File: src/rtl/sba_pkg.sv
package sba_pkg;

  typedef enum logic [1:0] {
    ST_FREE = 2'd0,
    ST_HEAD = 2'd1,
    ST_CONT = 2'd2
  } status_t;

  typedef enum logic [2:0] {
    OUT_NEW      = 3'd0,
    OUT_HIT      = 3'd1,
    OUT_OOM      = 3'd2,
    OUT_LOWERED  = 3'd3,
    OUT_RELEASED = 3'd4,
    OUT_IGNORED  = 3'd5
  } outcome_t;

  typedef enum logic [2:0] {
    S_IDLE,
    S_MATCH,
    S_FIT,
    S_MARK,
    S_RELEASE,
    S_DONE
  } state_t;

  localparam int IN_DATA_W  = 64;
  localparam int OUT_DATA_W = 16;
  localparam int IDX_OUT_W  = 10;

endpackage

File: src/rtl/sba_cell.sv
module sba_cell #(
  parameter int REF_WIDTH = 16
) (
  input  logic                 clk,
  input  logic                 rst,
  input  logic                 shift,
  input  sba_pkg::status_t     d_status,
  input  logic [31:0]          d_key,
  input  logic [REF_WIDTH-1:0] d_refs,
  output sba_pkg::status_t     q_status,
  output logic [31:0]          q_key,
  output logic [REF_WIDTH-1:0] q_refs
);

  always_ff @(posedge clk) begin
    if (rst) begin
      q_status <= sba_pkg::ST_FREE;
    end else if (shift) begin
      q_status <= d_status;
    end
  end

  // payload needs no reset
  always_ff @(posedge clk) begin
    if (shift) begin
      q_key  <= d_key;
      q_refs <= d_refs;
    end
  end

endmodule

File: config.mk
export PLATFORM = sky130hd
export DESIGN_NAME = sba_cell
export DESIGN_NICKNAME = d
export VERILOG_FILES = /design/src/rtl/sba_pkg.sv /design/src/rtl/sba_cell.sv
export SDC_FILE = /design/constraint.sdc
export NUM_CORES = 1
export LEC_CHECK = 0
export BUFFER_PORTS_ARGS = -buffer_cell sky130_fd_sc_hd__buf_2
export CAP_MARGIN = 0
export CORE_MARGIN = 2
export CORE_UTILIZATION = 36
export CTS_CLUSTER_SIZE = 24
export DETAILED_ROUTE_END_ITERATION = 10
export PLACE_DENSITY = 0.83
export REMOVE_ABC_BUFFERS = 1
export SLEW_MARGIN = 10
export SYNTH_ARGS = -nofsm -noshare
export SYNTH_HDL_FRONTEND = slang
export SYNTH_SLANG_ARGS = --single-unit
File: constraint.sdc
create_clock -name clk -period 0.8 [get_ports clk]
set_clock_uncertainty 0.15 [all_clocks]
set_input_delay 0.08 -clock clk [delete_from_list [all_inputs] [get_ports clk]]
set_output_delay 0.08 -clock clk [all_outputs]
set_load 0.01 [all_outputs]
==> results of run 1 <==
[logic make-up (layout without fill, tap and decap cells)]
logic type             Yosys count  after routing  share of synthesized area (%)
buffers and inverters            0            112                              0
DFF                             50             50                           98.2
muxes                            2              2                           1.33
and+or+nand+nor                  2              2                          0.498
[final cells by class]
cell class              instances  area, um2
fillers                       334       1810
flip-flops and latches         50       1480
repair buffers                105        573
clock buffers                   7       76.3
well taps                      50       62.6
multi-input cells               4       27.5
[stage by stage]
stage	cells	utilization (%)	setup WS (ps)
floorplan	54	-	59.7
global placement	208	52.7	-117
detailed placement	208	52.7	-143
CTS	216	55.2	-277
global route	216	55.2	-295
finish	216	55.2	-254
[what timing repair did]
item	in CTS	in global routing
gates cloned	0	0
endpoints found under the hold margin	50	50
pin swaps	0	1
gates resized for setup	4	0
setup buffers	0	0
endpoints found under the setup margin	50	52
[final timing paths]
check | to | slack, ps | cells past startpoint
worst min register to register | q_status[1] | 360 | 2
worst max-delay path | q_key[13] | -250 | 1
worst min-delay path | q_key[27] | -190 | 1
worst max register to register | q_status[0] | 40 | 2
[sequential cells by signal, indices dropped and copies added, names as in the netlist]
register	count
q_key	32
q_refs	16
q_status	2
[layout by cell type, fill, tap and decap left out]
master	n
nor2_1	2
buf_12	2
dlygate4sd3_1	1
edfxtp_1	48
buf_6	2
clkbuf_8	5
mux2i_1	2
buf_2	100
clkbuf_1	2
dfxtp_2	2
[per-layer routing]
layer / global-route usage (%) / part of all wire, % / vias up
met5: 0 / 0 / -
met4: 5.88 / 1.9 / 0
met3: 7.31 / 13 / 6
met2: 18.8 / 50 / 62
met1: 12.2 / 35 / 406
li1: - / - / 435
[power by group]
part           leakage, uW  switching (uW)  internal (uW)
Sequential        0.000487            47.0           3090
Combinational     0.000444             260            250
Clock            0.0000383             699            602
==> impl_metrics.json, run 1 <==
{
  "status": "finished with violations",
  "violations": "negative hold slack, negative setup slack",
  "clk_latency_ps": 290,
  "worst_path_dominant_cell_family": "flip-flops",
  "wl_um": 2790,
  "placed_area_mm2": 0.00212,
  "rows": 23,
  "yosysTopAreaCellShare_pct": 95.5,
  "synth.distinct_cells": 4,
  "start_kind": "register",
  "track_usage_pct": 11.8,
  "num_io_pins": 103,
  "critPathMaxFanout": 1,
  "endpoint_kind": "primary output",
  "yosys-top-cells-count": "edfxtp_1 (48), dfxtp_1 (2), mux2i_1 (2), nor2_1 (2)",
  "detail_route.wl_per_cell_um": 12.9,
  "drt_iter0_markers": 72,
  "grt_start_max_net_pins": 28,
  "routed_via_density": 4.21,
  "yosys_warnings": 0,
  "ant_nets": 0,
  "power_density_mw_per_mm2": 2230,
  "worstPathRequired_ps": 570,
  "cts_buffer_depth": 2,
  "htreeDepth": 2,
  "max_freq_ghz": 0.948,
  "cts_tree": "done",
  "ir_drop_uv": 1360,
  "cts_hold_buf": 1,
  "startpoint": "q_key[13]",
  "critPathMaxStageDelay_ps": 390,
  "rsz0062_at_grt": "yes",
  "postLayoutCellArea_mm2": 0.00222,
  "cp_num_buf_inv": 1,
  "grt_pass1_vias": 806,
  "synth_ff_type": "edfxtp_1",
  "fin_hold_ws_ps": -187,
  "period_minus_slack_ps": 1050,
  "finalSetupViolations": 50,
  "via_count": 909,
  "worst_hold_startpoint": "d_key[27]",
  "r2r-start": "q_status[0]",
  "clk_pin_slew_ps": 80,
  "numClockSinks": 50,
  "synth_edf_count": 48,
  "place_congestion": 0.676,
  "fin_ws_ps": -254,
  "initial_core_util_pct": 37.5,
  "hold_class": "input port to register",
  "layout-area-overhead-vs-synth_pct": 47.3,
  "dieArea_mm2": 0.00473,
  "port_buffers": 102,
  "cts_buffers": 5,
  "cp_slowest_cell": "edfxtp_1",
  "crit_chain": "buf_2",
  "grt_remaining_overflow": 0,
  "drc": 0,
  "grt_pass1_wl_um": 3710,
  "synth-seq-cells": 50,
  "synth_most_common_cell": "edfxtp_1",
  "syn_area_mm2": 0.00151,
  "synth.area.top_cells": "edfxtp_1 (96%), dfxtp_1 (2.7%), mux2i_1 (1.3%), nor2_1 (0.50%)",
  "diodes": 0,
  "leakage_uw": 0.000969,
  "slew_headroom_pct": 91.9,
  "syn_inst": 54,
  "seq_area_frac_synth_pct": 98.2,
  "worst-setup-path-type": "register to primary output",
  "synth.avg_cell_area_um2": 27.9,
  "drive_gt1_share_pct": 66.9,
  "die_h_um": 68.7,
  "nets": 219,
  "die_w_um": 68.7,
  "dr.pass1.iters": 4,
  "post-route-period-util_pct": 132,
  "synth_top_area_cell": "edfxtp_1",
  "max-cap-violations": 0,
  "tightest_slew_ps": 119,
  "arrival_ps": 820,
  "drv_slew": 0,
  "final_hold_viol_count": 50,
  "antenna_found_initial": 0,
  "ys_async_sr_fraction_pct": 0,
  "setup_tns_ps": -11070,
  "finalPower_uw": 4950,
  "cts_root_buf": "clkbuf_8",
  "coreArea_mm2": 0.00403
}
No activity file was read; power rests on OpenSTA's default activity.
==> inputs of run 2 (changes only) <==
CORE_ASPECT_RATIO = 0.7   (was default)
==> impl_metrics.json, run 2 (synthesized netlist as in run 1, its figures left out) <==
{
  "cp_num_buf_inv": 1,
  "die_h_um": 58.2,
  "drc": 0,
  "grt_pass1_wl_um": 4110,
  "fin_hold_ws_ps": -192,
  "tightest_slew_ps": 117,
  "crit_chain": "buf_2",
  "drt_iter0_markers": 8,
  "seq_area_mm2": 0.00148,
  "fin_ws_ps": -274,
  "cts_buffer_depth": 2,
  "layout-area-overhead-vs-synth_pct": 52.5,
  "hold_class": "input port to register",
  "cp_slowest_cell": "edfxtp_1",
  "port_buffers": 102,
  "nets": 223,
  "slew_headroom_pct": 92.0,
  "coreArea_mm2": 0.00397,
  "fillers": 315,
  "rows": 19,
  "power_density_mw_per_mm2": 2320,
  "max_freq_ghz": 0.931,
  "final_hold_viol_count": 46,
  "ant_nets": 0,
  "start_kind": "register",
  "diodes": 0,
  "drive_gt1_share_pct": 66.1,
  "mostFrequentLayoutCells": "buf_2 (100), edfxtp_1 (48), clkbuf_8 (5), dlygate4sd3_1 (5)",
  "die_w_um": 81.4,
  "multi_input_area_um2": 27.5,
  "reg_top3": "q_key: 32 flops, q_refs: 16 flops, q_status: 2 flops",
  "post-route-period-util_pct": 134,
  "r2r_slack_ps": 20,
  "drv_slew": 0,
  "dieArea_mm2": 0.00473,
  "max-cap-violations": 0,
  "worst_path_dominant_cell_family": "flip-flops",
  "track_usage_pct": 12.4,
  "ir_drop_uv": 1660,
  "endpoint_kind": "primary output",
  "detail_route.wl_per_cell_um": 13.3,
  "period_minus_slack_ps": 1070,
  "clk_pin_slew_ps": 90,
  "postCtsSetupBuffers": 0,
  "status": "finished with violations",
  "post-route-util_pct": 58.0,
  "violations": "negative hold slack, negative setup slack",
  "top_register": "q_key",
  "numClockSinks": 50,
  "initial_core_util_pct": 38.0,
  "postLayoutCellArea_mm2": 0.00230,
  "htreeDepth": 2,
  "grt_remaining_overflow": 0,
  "rsz0062_at_grt": "yes",
  "arrival_ps": 840,
  "wl_um": 2980,
  "place_congestion": 0.689,
  "finalSetupViolations": 54,
  "clk_latency_ps": 290,
  "cts_tree": "done",
  "worstPathRequired_ps": 570,
  "placed_area_mm2": 0.00212,
  "grt_start_max_net_pins": 27,
  "layout_commonest_cell": "buf_2",
  "leakage_uw": 0.00100,
  "routed_via_density": 4.19,
  "critPathMaxStageDelay_ps": 400,
  "via_count": 935,
  "grt_pass1_vias": 942,
  "largest_reg_flops": 32,
  "finalPower_uw": 5350,
  "num_io_pins": 103,
  "critPathMaxFanout": 1,
  "worst-setup-path-type": "register to primary output",
  "dr.pass1.iters": 4,
  "cts_root_buf": "clkbuf_8",
  "cts_buffers": 5,
  "antenna_found_initial": 0
}
## run 2: changes by cell type in the layout (fill, tap and decap cells not counted), sizes merged
cell,previous run,this run
dlygate4sd3,1,5
bufinv,0,1
clkbuf,7,6
clkinv,0,1
## run 2: path summary, 6_finish.rpt
check	startpoint	end	cells past startpoint
worst min register to register	q_status[0]	q_status[0]	2
worst max-delay path	q_key[8]	q_key[8]	1
worst max register to register	q_status[1]	q_status[1]	2
worst min-delay path	d_key[3]	q_key[3]	1
## run 2: layout make-up
type	count	area share, %
repair buffers	109	26.6
flip-flops and latches	50	64.5
clock inverters	2	1.69
clock buffers	6	3.15
well taps	52	2.83
multi-input cells	4	1.20
## run 2: routing by layer
metal  vias to the layer above  wire length [um]  track usage [%]
met5                         -                 0                0
met1                       426              1050             12.8
met2                        62              1400             18.9
li1                        445                 -                -
met4                         0                21             4.36
met3                         2               506             10.1
## run 2: what timing repair did
item,4_1_cts,5_1_grt
hold buffers,1,4
endpoints found under the setup margin,50,51
endpoints found under the hold margin,50,50
pin swaps,0,1
resized for setup,4,0
## run 2: report_power, final
part,switching [uW],internal [uW]
sequential,46.6,3090
clock,742,938
combinational,266,263
total,1050,4290
## run 2: stage by stage
step	cells	setup WS (ps)	setup TNS, ps	hold slack (ps)
6_report	223	-274	-11230	-192
5_1_grt	223	-310	-13450	-208
4_1_cts	219	-275	-12000	-204
3_5_place_dp	210	-124	-3610	108
3_3_place_gp	210	-101	-3120	106
2_1_floorplan	54	59.7	0	2.38
==> inputs of run 3 (changes only) <==
clock period = 0.9 ns   (was 0.8 ns; I/O delays follow)
==> impl_metrics.json, run 3 (synthesized netlist as in run 1, its figures left out) <==
{
  "layout-area-overhead-vs-synth_pct": 82.3,
  "fin_hold_ws_ps": 98.7,
  "final_hold_viol_count": 0,
  "worst_hold_startpoint": "shift",
  "critPathMaxFanout": 1,
  "port_buffers": 102,
  "tightest_slew_ps": 144,
  "multi_input_area_um2": 27.5,
  "top_register": "q_key",
  "drv_slew": 0,
  "nets": 267,
  "arrival_ps": 860,
  "max_freq_ghz": 0.911,
  "ant_nets": 0,
  "finalSetupViolations": 50,
  "status": "finished with violations",
  "die_w_um": 81.4,
  "violations": "negative setup slack",
  "slew_headroom_pct": 90.1,
  "drive_gt1_share_pct": 51.6,
  "whs_path_depth": 2,
  "max-cap-violations": 0,
  "fillers": 266,
  "detail_route.wl_per_cell_um": 14.5,
  "cp_slowest_cell": "edfxtp_1",
  "start_kind": "register",
  "rsz0062_at_grt": "yes",
  "dr.pass1.iters": 3,
  "rows": 19,
  "cts_buffer_depth": 2,
  "post-route-period-util_pct": 122,
  "cp_num_cells": 1,
  "worst_path_dominant_cell_family": "flip-flops",
  "worst-setup-path-type": "register to primary output",
  "mostFrequentLayoutCells": "buf_2 (98), dlygate4sd3_1 (51), edfxtp_1 (48)",
  "critPathMaxStageDelay_ps": 400,
  "initial_core_util_pct": 38.0,
  "power_density_mw_per_mm2": 1800,
  "track_usage_pct": 17.4,
  "largest_reg_flops": 32,
  "clk_latency_ps": 300,
  "placed_area_mm2": 0.00212,
  "ir_drop_uv": 1260,
  "leakage_uw": 0.00118,
  "hold_end": "q_key[2]",
  "r2r_cells": 2,
  "grt_pass1_vias": 1241,
  "cp_num_buf_inv": 1,
  "endpoint_kind": "primary output",
  "r2r-start": "q_status[0]",
  "grt_remaining_overflow": 0,
  "dp_hpwl_um": 2210,
  "die_h_um": 58.2,
  "r2r_slack_ps": 100,
  "grt_pass1_wl_um": 5720,
  "dp.cells": 210,
  "via_count": 1132,
  "seq_area_mm2": 0.00148,
  "drt_iter0_markers": 48,
  "finalPower_uw": 4960,
  "dieArea_mm2": 0.00473,
  "drc": 0,
  "cts_buffers": 5,
  "num_io_pins": 103,
  "setup_tns_ps": -7600,
  "cts_tree": "done",
  "antenna_found_initial": 0,
  "crit_chain": "buf_2",
  "coreArea_mm2": 0.00397,
  "layout_commonest_cell": "buf_2",
  "hold_class": "input port to register",
  "wl_um": 3880,
  "fin_ws_ps": -197,
  "reg_top3": "q_key: 32 flops, q_refs: 16 flops, q_status: 2 flops",
  "postCtsSetupBuffers": 0,
  "routed_via_density": 4.24,
  "cts_root_buf": "clkbuf_8",
  "clk_pin_slew_ps": 90,
  "place_congestion": 0.689,
  "diodes": 0,
  "worstPathRequired_ps": 660,
  "final_cell_count_no_fill": 267,
  "grt_start_max_net_pins": 27,
  "htreeDepth": 2,
  "period_minus_slack_ps": 1100,
  "postLayoutCellArea_mm2": 0.00275,
  "numClockSinks": 50,
  "timing.rr.end": "q_status[0]"
}
[run 3: changes by cell type in the layout (fill, tap and decap cells not counted)]
| cell | delta |
|---|---|
| clkinvlp_4 | +1 |
| clkinv_4 | -1 |
| dlygate4sd3_1 | +46 |
| buf_2 | -2 |
[run 3: per-layer routing]
metal / part of all wire (%) / global-route usage (%) / up-vias
met3: 11 / 7.32 / 8
met4: 2.1 / 7.51 / 0
met2: 49 / 30.6 / 70
met5: 0 / 0 / -
met1: 38 / 18.3 / 521
li1: - / - / 533
[run 3: final cells by class]
type	count	share of cell area, %
clock inverters	2	1.36
well taps	52	2.37
repair buffers	153	38.7
clock buffers	6	2.64
flip-flops and latches	50	54.0
multi-input cells	4	1.00
[run 3: power by group]
part | switching [uW] | total, uW | internal [uW]
logic | 273 | 634 | 361
registers | 49.0 | 2800 | 2750
clock network | 702 | 1530 | 829
[run 3: per-stage QoR]
stage          setup WS, ps  utilization, %
6_report               -197            69.3
3_3_place_gp          -10.5            53.5
3_5_place_dp          -38.3            53.5
5_1_grt                -234            69.3
4_1_cts                -191            69.5
2_1_floorplan           160               -
[run 3: what timing repair did]
item	CTS	global route
pin swaps	0	2
gates resized for setup	4	0
gates cloned	0	0
endpoints found under the hold margin	50	0
setup endpoints to repair	50	52
hold buffers	51	0
[run 3: worst max path at each step]
| stage | startpoint | to | slack (ps) |
|---|---|---|---|
| 6_report | q_key[3] | q_key[3] | -200 |
| 5_1_grt | q_refs[12] | q_refs[12] | -230 |
| 2_1_floorplan | q_status[0] | q_status[0] | 160 |
| 4_1_cts | q_key[25] | q_key[25] | -190 |
| 3_3_place_gp | shift | q_status[0] | -10 |
| 3_5_place_dp | shift | q_status[1] | -40 |
