===== src/rtl/sba_pkg.sv =====
package sba_pkg;

  typedef enum logic [1:0] {
    ST_FREE = 2'd0,
    ST_HEAD = 2'd1,
    ST_CONT = 2'd2
  } status_t;

  typedef enum logic [2:0] {
    OUT_NEW      = 3'd0,
    OUT_HIT      = 3'd1,
    OUT_OOM      = 3'd2,
    OUT_LOWERED  = 3'd3,
    OUT_RELEASED = 3'd4,
    OUT_IGNORED  = 3'd5
  } outcome_t;

  typedef enum logic [2:0] {
    S_IDLE,
    S_MATCH,
    S_FIT,
    S_MARK,
    S_RELEASE,
    S_DONE
  } state_t;

  localparam int IN_DATA_W  = 64;
  localparam int OUT_DATA_W = 16;
  localparam int IDX_OUT_W  = 10;

endpackage


===== src/rtl/sba_engine.sv =====
module sba_engine #(
  parameter int NUM_BLOCKS      = 1024,
  parameter int BLOCK_BYTES     = 32,
  parameter int RESERVED_BLOCKS = 512,
  parameter int REF_WIDTH       = 16
) (
  input  logic                           clk,
  input  logic                           rst,
  input  logic                           bitmap_mode,
  input  logic                           s_axis_tvalid,
  output logic                           s_axis_tready,
  input  logic [sba_pkg::IN_DATA_W-1:0]  s_axis_tdata,
  input  logic [0:0]                     s_axis_tuser,
  output logic                           m_axis_tvalid,
  input  logic                           m_axis_tready,
  output logic [sba_pkg::OUT_DATA_W-1:0] m_axis_tdata,
  output logic [2:0]                     m_axis_tuser,
  input  sba_pkg::status_t               head_status,
  input  logic [31:0]                    head_key,
  input  logic [REF_WIDTH-1:0]           head_refs,
  output sba_pkg::status_t               tail_status,
  output logic [31:0]                    tail_key,
  output logic [REF_WIDTH-1:0]           tail_refs,
  output logic                           shift
);

  localparam int IDX_W     = $clog2(NUM_BLOCKS);
  localparam int CW        = (IDX_W + 1 > 11) ? IDX_W + 1 : 11;
  localparam int START_CAP = (RESERVED_BLOCKS > NUM_BLOCKS) ? NUM_BLOCKS : RESERVED_BLOCKS;
  localparam int AW        = $clog2(65535 + BLOCK_BYTES + 1);

  sba_pkg::state_t   state, state_next;
  sba_pkg::outcome_t code, code_next;
  sba_pkg::outcome_t res_code, res_code_next;
  logic [IDX_W-1:0]  pos, pos_next, pos_inc;
  logic [IDX_W-1:0]  sel, sel_next;
  logic [31:0]       key_r, key_r_next;
  logic [15:0]       size_r, size_r_next;
  logic [9:0]        handle_r, handle_r_next;
  logic              found, found_next;
  logic [AW-1:0]     acc, acc_next, acc_add;
  logic [9:0]        out_idx, out_idx_next;
  logic [9:0]        res_idx, res_idx_next;
  logic              m_valid_next;
  logic              last, ge_start;
  logic [CW-1:0]     start_x;
  logic [REF_WIDTH-1:0] refs_dec;

  always_ff @(posedge clk) begin
    if (rst) begin
      state         <= sba_pkg::S_IDLE;
      pos           <= '0;
      found         <= 1'b0;
      acc           <= '0;
      m_axis_tvalid <= 1'b0;
    end else begin
      state         <= state_next;
      pos           <= pos_next;
      found         <= found_next;
      acc           <= acc_next;
      m_axis_tvalid <= m_valid_next;
    end
  end

  always_ff @(posedge clk) begin
    code     <= code_next;
    sel      <= sel_next;
    key_r    <= key_r_next;
    size_r   <= size_r_next;
    handle_r <= handle_r_next;
    out_idx  <= out_idx_next;
    res_idx  <= res_idx_next;
    res_code <= res_code_next;
  end

  // result register, loaded only when the previous result has gone
  assign m_axis_tdata = {(sba_pkg::OUT_DATA_W - sba_pkg::IDX_OUT_W)'(0), res_idx};
  assign m_axis_tuser = res_code;

  always_comb begin
    last     = (pos == IDX_W'(NUM_BLOCKS - 1));
    pos_inc  = last ? '0 : pos + 1'b1;
    start_x  = bitmap_mode ? CW'(START_CAP) : '0;
    ge_start = (CW'(pos) >= start_x);
    acc_add  = acc + AW'(BLOCK_BYTES);
    refs_dec = (head_refs == '0) ? '0 : head_refs - 1'b1;

    state_next    = state;
    code_next     = code;
    pos_next      = pos;
    sel_next      = sel;
    key_r_next    = key_r;
    size_r_next   = size_r;
    handle_r_next = handle_r;
    found_next    = found;
    acc_next      = acc;
    out_idx_next  = out_idx;
    res_idx_next  = res_idx;
    res_code_next = res_code;
    m_valid_next  = m_axis_tvalid && !m_axis_tready;
    tail_status   = head_status;
    tail_key      = head_key;
    tail_refs     = head_refs;
    shift         = 1'b0;
    s_axis_tready = (state == sba_pkg::S_IDLE);

    unique case (state)
      sba_pkg::S_IDLE: begin
        if (s_axis_tvalid) begin
          key_r_next    = s_axis_tdata[31:0];
          size_r_next   = s_axis_tdata[47:32];
          handle_r_next = s_axis_tdata[57:48];
          found_next    = 1'b0;
          acc_next      = '0;
          code_next     = sba_pkg::OUT_IGNORED;
          state_next    = s_axis_tuser[0] ? sba_pkg::S_RELEASE : sba_pkg::S_MATCH;
        end
      end
      // lowest matching head gets its count raised in passing
      sba_pkg::S_MATCH: begin
        shift    = 1'b1;
        pos_next = pos_inc;
        if (!found && ge_start && head_status == sba_pkg::ST_HEAD && head_key == key_r) begin
          found_next = 1'b1;
          sel_next   = pos;
          if (head_refs != '1) begin
            tail_refs = head_refs + 1'b1;
          end
        end
        if (last) begin
          if (found_next) begin
            code_next    = sba_pkg::OUT_HIT;
            out_idx_next = 10'(sel_next);
            state_next   = sba_pkg::S_DONE;
          end else begin
            found_next = 1'b0;
            acc_next   = '0;
            state_next = sba_pkg::S_FIT;
          end
        end
      end
      // run length counted in bytes, so no division is needed
      sba_pkg::S_FIT: begin
        shift    = 1'b1;
        pos_next = pos_inc;
        if (!found) begin
          if (ge_start && head_status == sba_pkg::ST_FREE) begin
            if (acc == '0) begin
              sel_next = pos;
            end
            acc_next = acc_add;
            if (acc_add >= AW'(size_r)) begin
              found_next = 1'b1;
            end
          end else begin
            acc_next = '0;
          end
        end
        if (last) begin
          acc_next = '0;
          if (found_next) begin
            state_next = sba_pkg::S_MARK;
          end else begin
            code_next    = sba_pkg::OUT_OOM;
            out_idx_next = '0;
            state_next   = sba_pkg::S_DONE;
          end
        end
      end
      sba_pkg::S_MARK: begin
        shift    = 1'b1;
        pos_next = pos_inc;
        if (pos == sel) begin
          tail_status = sba_pkg::ST_HEAD;
          tail_key    = key_r;
          tail_refs   = REF_WIDTH'(1);
          acc_next    = AW'(BLOCK_BYTES);
        end else if (acc != '0) begin
          if (acc < AW'(size_r)) begin
            tail_status = sba_pkg::ST_CONT;
            acc_next    = acc_add;
          end else begin
            acc_next = '0;
          end
        end
        if (last) begin
          code_next    = sba_pkg::OUT_NEW;
          out_idx_next = 10'(sel);
          state_next   = sba_pkg::S_DONE;
        end
      end
      // found marks a run being freed after the handle
      sba_pkg::S_RELEASE: begin
        shift    = 1'b1;
        pos_next = pos_inc;
        if (CW'(pos) == CW'(handle_r)) begin
          if (head_status == sba_pkg::ST_HEAD) begin
            tail_refs = refs_dec;
            if (refs_dec == '0) begin
              tail_status = sba_pkg::ST_FREE;
              found_next  = 1'b1;
              code_next   = sba_pkg::OUT_RELEASED;
            end else begin
              code_next = sba_pkg::OUT_LOWERED;
            end
          end
        end else if (found) begin
          if (head_status == sba_pkg::ST_CONT) begin
            tail_status = sba_pkg::ST_FREE;
          end else begin
            found_next = 1'b0;
          end
        end
        if (last) begin
          out_idx_next = handle_r;
          state_next   = sba_pkg::S_DONE;
        end
      end
      sba_pkg::S_DONE: begin
        if (!m_axis_tvalid || m_axis_tready) begin
          m_valid_next  = 1'b1;
          res_idx_next  = out_idx;
          res_code_next = code;
          state_next    = sba_pkg::S_IDLE;
        end
      end
      default: begin
        state_next = sba_pkg::S_IDLE;
      end
    endcase
  end

endmodule


===== config.mk =====
export PLATFORM = sky130hd
export DESIGN_NAME = sba_engine
export DESIGN_NICKNAME = d
export VERILOG_FILES = /design/src/rtl/sba_pkg.sv /design/src/rtl/sba_engine.sv
export SDC_FILE = /design/constraint.sdc
export NUM_CORES = 1
export LEC_CHECK = 0
export ABC_AREA = 0
export BUFFER_PORTS_ARGS = -buffer_cell sky130_fd_sc_hd__buf_2
export CORE_UTILIZATION = 50
export DETAILED_ROUTE_END_ITERATION = 10
export PLACE_DENSITY_LB_ADDON = 0.1
export SYNTH_ARGS = -nofsm -noshare
export SYNTH_HDL_FRONTEND = slang
export SYNTH_SLANG_ARGS = --single-unit

===== constraint.sdc =====
create_clock -name clk -period 5.65 [get_ports clk]
set_input_delay 0 -clock clk [delete_from_list [all_inputs] [get_ports clk]]
set_output_delay 0 -clock clk [all_outputs]
set_load 0.05 [all_outputs]

==> metrics.txt <==
# TYPE chip_impl_metric gauge
chip_impl_metric{name="synthXorXnorAreaFrac",unit="%"} 6.944
chip_impl_metric{name="gp_congestion",unit=""} 0.8469
chip_impl_metric{name="ir_worst_vdd",unit="mV"} 0.2432
chip_impl_metric{name="dp_cell_count",unit=""} 1198
chip_impl_metric{name="fp.dieH",unit="um"} 130.0
chip_impl_info{name="layout.cells.most_common_list",value="sky130_fd_sc_hd__buf_2 (179), sky130_fd_sc_hd__edfxtp_1 (94), sky130_fd_sc_hd__o21ai_0 (62), sky130_fd_sc_hd__dlygate4sd3_1 (60), sky130_fd_sc_hd__nor2_1 (53)"} 1
chip_impl_info{name="clk_root_buffer_cell",value="sky130_fd_sc_hd__clkbuf_16"} 1
chip_impl_metric{name="upper_clock_frequency_limit",unit="MHz"} 230.4
chip_impl_metric{name="route.detailed.vias_per_inst",unit=""} 5.810
chip_impl_metric{name="number_of_library_cell_types_mapped_by_synthesis",unit=""} 71
chip_impl_info{name="path_class",value="register to register"} 1
chip_impl_metric{name="initial_core_util",unit="%"} 51.42
chip_impl_info{name="top_usage_layer",value="met2"} 1
chip_impl_metric{name="worst_ep_arrival_time",unit="ns"} 4.45
chip_impl_metric{name="timing.clock.skew",unit="ns"} 0.008578
chip_impl_info{name="critical_path_start",value="acc[5]"} 1
chip_impl_metric{name="yosysWarningCount",unit=""} 0
chip_impl_metric{name="grt_util_all_layers",unit="%"} 27.00
chip_impl_metric{name="worst_r2r_path_depth",unit=""} 15
chip_impl_metric{name="post_synth_fa_ha_maj_area_fraction",unit="%"} 4.426
chip_impl_info{name="crit_slowest_cell",value="sky130_fd_sc_hd__dfxtp_1"} 1
chip_impl_metric{name="layoutNonFillerInstCount",unit=""} 1291
chip_impl_metric{name="powerDensity",unit="nW/um^2"} 381.3
chip_impl_metric{name="final-hold-violation-count",unit=""} 0
chip_impl_metric{name="asyncSetResetFlopFracSynth",unit="%"} 0
chip_impl_metric{name="finalSetupTns",unit="ns"} 0
chip_impl_metric{name="drive_gt1_share",unit="%"} 25.05
chip_impl_metric{name="avgRoutedWirePerCell",unit="um"} 17.64
chip_impl_metric{name="cts_max_path_buffers",unit=""} 2
chip_impl_metric{name="wirelength",unit="um"} 22770
chip_impl_metric{name="synth-edff-count",unit=""} 94
chip_impl_metric{name="gr-usage-met1",unit="%"} 34.99
chip_impl_metric{name="final_max_slew_viol_count",unit=""} 0
chip_impl_metric{name="final_period_minus_worst_setup_slack",unit="ns"} 4.341
chip_impl_metric{name="grt_pass1_wl",unit="um"} 35350
chip_impl_info{name="dominant_combinational_cell_family_by_area_after_synthesis",value="simple AND/OR/NAND/NOR gates"} 1
chip_impl_metric{name="crit_path_max_incr_delay",unit="ns"} 0.48
chip_impl_metric{name="grt_pass1_vias",unit=""} 6993
chip_impl_metric{name="post_synth_mux_area_share",unit="%"} 6.914
chip_impl_metric{name="mappedNetlistArea",unit="sq um"} 8198
chip_impl_metric{name="critical_path_required",unit="ns"} 5.76
chip_impl_metric{name="areaGrowthSynthToFinish",unit="%"} 26.45
chip_impl_metric{name="final_antenna_net_count",unit=""} 0
chip_impl_info{name="worst_min_delay_path_category",value="input pin to register"} 1
chip_impl_info{name="cells_traversed_along_the_worst_timing_path",value="ha_1 > nand3_1 > nor2_1 > and3_1 > nand3_1 > xnor2_1 > ha_1 > and3_1 > and4_1 > a221o_1 > o32ai_1 > or2_2 > o31ai_1 > nor3_1 > buf_4"} 1
chip_impl_info{name="crit_path_start_kind",value="register"} 1
chip_impl_metric{name="nets",unit=""} 1210
chip_impl_info{name="rsz_0062_raised_after_global_routing",value="no"} 1
chip_impl_info{name="rr_startpoint",value="acc[5]"} 1
chip_impl_metric{name="placeableCoreArea",unit="sq um"} 15940
chip_impl_info{name="largest_cells_by_area_after_synthesis",value="sky130_fd_sc_hd__edfxtp_1 (34%), sky130_fd_sc_hd__dfxtp_1 (6.6%), sky130_fd_sc_hd__xor2_1 (5.1%)"} 1
chip_impl_info{name="synth_largest_area_cell",value="sky130_fd_sc_hd__edfxtp_1"} 1
chip_impl_info{name="timing.critical_path.to_type",value="register"} 1
chip_impl_metric{name="synth_simple_gate_area_share",unit="%"} 19.95
chip_impl_metric{name="grt_start_max_net_pins",unit=""} 45
chip_impl_metric{name="power.static_leakage",unit="nW"} 4.163
chip_impl_metric{name="slew_headroom",unit="%"} 26.82
chip_impl_metric{name="antenna_violations_before_repair",unit=""} 0
chip_impl_metric{name="via_count",unit=""} 7501
chip_impl_metric{name="least_margin_pin_slew",unit="ns"} 1.094
chip_impl_metric{name="floorplan_die_area",unit="sq um"} 16910
chip_impl_metric{name="yosys_register_bits",unit=""} 121
chip_impl_info{name="layout_commonest_cell",value="sky130_fd_sc_hd__buf_2"} 1
chip_impl_metric{name="pin_count",unit=""} 192
chip_impl_metric{name="cts.clk_slew.worst_paths",unit="ns"} 0.06
chip_impl_info{name="postSynth.topFlopCell",value="sky130_fd_sc_hd__edfxtp_1"} 1
chip_impl_info{name="tritoncts_clock_tree",value="done"} 1
chip_impl_metric{name="number_of_drc_markers_after_the_initial_detailed_route_iteration",unit=""} 489
chip_impl_metric{name="drt_pass1_iterations",unit=""} 6
chip_impl_metric{name="hold_path_depth",unit=""} 2
chip_impl_metric{name="synth-compound-area-share",unit="%"} 15.57
chip_impl_metric{name="layout.filler_cells",unit=""} 1339
chip_impl_metric{name="clock-sinks",unit=""} 121
chip_impl_metric{name="setup_viol_count_final",unit=""} 0
chip_impl_metric{name="synth_top_area_share",unit="%"} 34.43
chip_impl_info{name="status",value="finished clean"} 1
chip_impl_metric{name="groute.layer.met2.usage",unit="%"} 44.96
chip_impl_metric{name="detailed_place_hpwl",unit="um"} 15710
chip_impl_metric{name="drv.max_cap_violation_count",unit=""} 0
chip_impl_metric{name="finalCritPeriodShare",unit="%"} 76.83
chip_impl_metric{name="grt_util_met3",unit="%"} 4.428
chip_impl_metric{name="core.rowCount",unit=""} 46
chip_impl_metric{name="die_width",unit="um"} 130.0
chip_impl_metric{name="seq_total_area_yosys",unit="%"} 41.03
chip_impl_metric{name="gr-total-overflow",unit=""} 0
chip_impl_metric{name="critPathMaxFanout",unit=""} 10
chip_impl_metric{name="htree_num_levels",unit=""} 4
chip_impl_metric{name="synth_area_per_cell",unit="sq um"} 9.532
chip_impl_metric{name="clkLatencyLatePin",unit="ns"} 0.41
chip_impl_metric{name="postSynthCellCount",unit=""} 860
chip_impl_metric{name="total_cts_buffers",unit=""} 17
chip_impl_info{name="min-delay-start",value="rst"} 1
chip_impl_metric{name="route.detailed.drc",unit=""} 0
chip_impl_metric{name="port_buffers",unit=""} 179
sequential cells by signal, summed over array words and instances, names as in the netlist:
signal / flops
acc: 12
handle_r: 10
m_axis_tuser: 3
code: 3
key_r: 32
pos: 10
state: 3
sel: 10
out_idx: 10
found: 1
size_r: 16
m_axis_tvalid: 1
res_idx: 10
critical path: cells and delay by family, from the launching register on:
family / cells / cell delay (ns)
AND/OR/NAND/NOR: 8 / 1.70
AO/OA/AOI/OAI: 3 / 0.86
adder cells (fa/ha/maj): 2 / 0.56
flip-flops: 1 / 0.48
buffers and inverters: 1 / 0.23
XOR/XNOR: 1 / 0.22
cell families after synthesis:
kind of cell    after synthesis
compound gates              193
xor+xnor                     65
simple gates                302
mux                          52
other cells                   1
buf+inv                      97
flops                       121
fa+ha+maj                    29
metal layers:
layer / up-vias / share of wire (%)
met1: 3539 / 43
met3: 41 / 5.1
li1: 3644 / -
met4: 0 / 2.3
met5: - / 0
met2: 277 / 50
synth_stat cells, types with 5 or more instances:
cell type / n
sky130_fd_sc_hd__a21oi_1: 26
sky130_fd_sc_hd__dfxtp_1: 27
sky130_fd_sc_hd__nor4_1: 32
sky130_fd_sc_hd__inv_1: 26
sky130_fd_sc_hd__o31ai_1: 5
sky130_fd_sc_hd__or4_1: 6
sky130_fd_sc_hd__and2_1: 8
sky130_fd_sc_hd__o21ai_0: 62
sky130_fd_sc_hd__buf_1: 5
sky130_fd_sc_hd__mux2i_1: 15
sky130_fd_sc_hd__ha_1: 29
sky130_fd_sc_hd__or3_1: 11
sky130_fd_sc_hd__nor2_1: 53
sky130_fd_sc_hd__nand3_1: 30
sky130_fd_sc_hd__a32o_1: 10
sky130_fd_sc_hd__o21a_1: 12
sky130_fd_sc_hd__nor3_1: 33
sky130_fd_sc_hd__edfxtp_1: 94
sky130_fd_sc_hd__and3_1: 15
sky130_fd_sc_hd__xnor2_1: 17
sky130_fd_sc_hd__nand2b_1: 10
sky130_fd_sc_hd__nand2_1: 49
sky130_fd_sc_hd__clkbuf_1: 40
sky130_fd_sc_hd__buf_4: 7
sky130_fd_sc_hd__mux2_2: 37
sky130_fd_sc_hd__a21o_1: 9
sky130_fd_sc_hd__xor2_1: 48
sky130_fd_sc_hd__nor2b_1: 13
sky130_fd_sc_hd__buf_2: 18
sky130_fd_sc_hd__a31oi_1: 23
sky130_fd_sc_hd__nand4_1: 17
layout make-up:
type	count	area [sq um]	area share [%]
multi-input cells	647	4434	42.78
flip-flops and latches	121	3363	32.44
repair buffers	248	1564	15.09
clock buffers	20	446.7	4.309
well taps	216	270.3	2.607
clock inverters	12	187.7	1.810
inverters	26	97.59	0.9415
diodes	1	2.502	0.02414
what timing repair did:
item,in CTS,in global routing
setup buffers,0,0
endpoints found under the hold margin,60,0
hold buffers,60,0
gates resized for setup,0,0
through the flow:
| step | area, sq um | hold WS, ns | setup WS, ns | util [%] | power, mW |
|---|---|---|---|---|---|
| after floorplan | 8217 | 0.09887 | 1.515 | - | 2.370 |
| after global placement | 9129 | 0.1766 | 1.491 | 57.26 | 2.712 |
| after detailed placement | 9129 | 0.1781 | 1.425 | 57.26 | 2.733 |
| after CTS | 10360 | 0.01475 | 1.386 | 65.01 | 3.947 |
| after global routing | 10360 | 0.04099 | 1.058 | 65.01 | 4.167 |
| final | 10370 | 0.02756 | 1.309 | 65.02 | 3.952 |
report_power, final:
group	internal, mW	switching, mW	total, mW	leakage (nW)
Sequential	1.22	0.135	1.35	1.10
Combinational	0.470	0.960	1.43	2.76
Clock	0.757	0.412	1.17	0.302
worst paths after layout:
kind                           to  slack (ns)
setup / recovery       out_idx[1]        1.31
hold / removal             pos[0]        0.03
setup reg to reg       out_idx[1]        1.31
hold reg to reg   m_axis_tuser[1]        0.42
(Power assumes the default switching activity.)
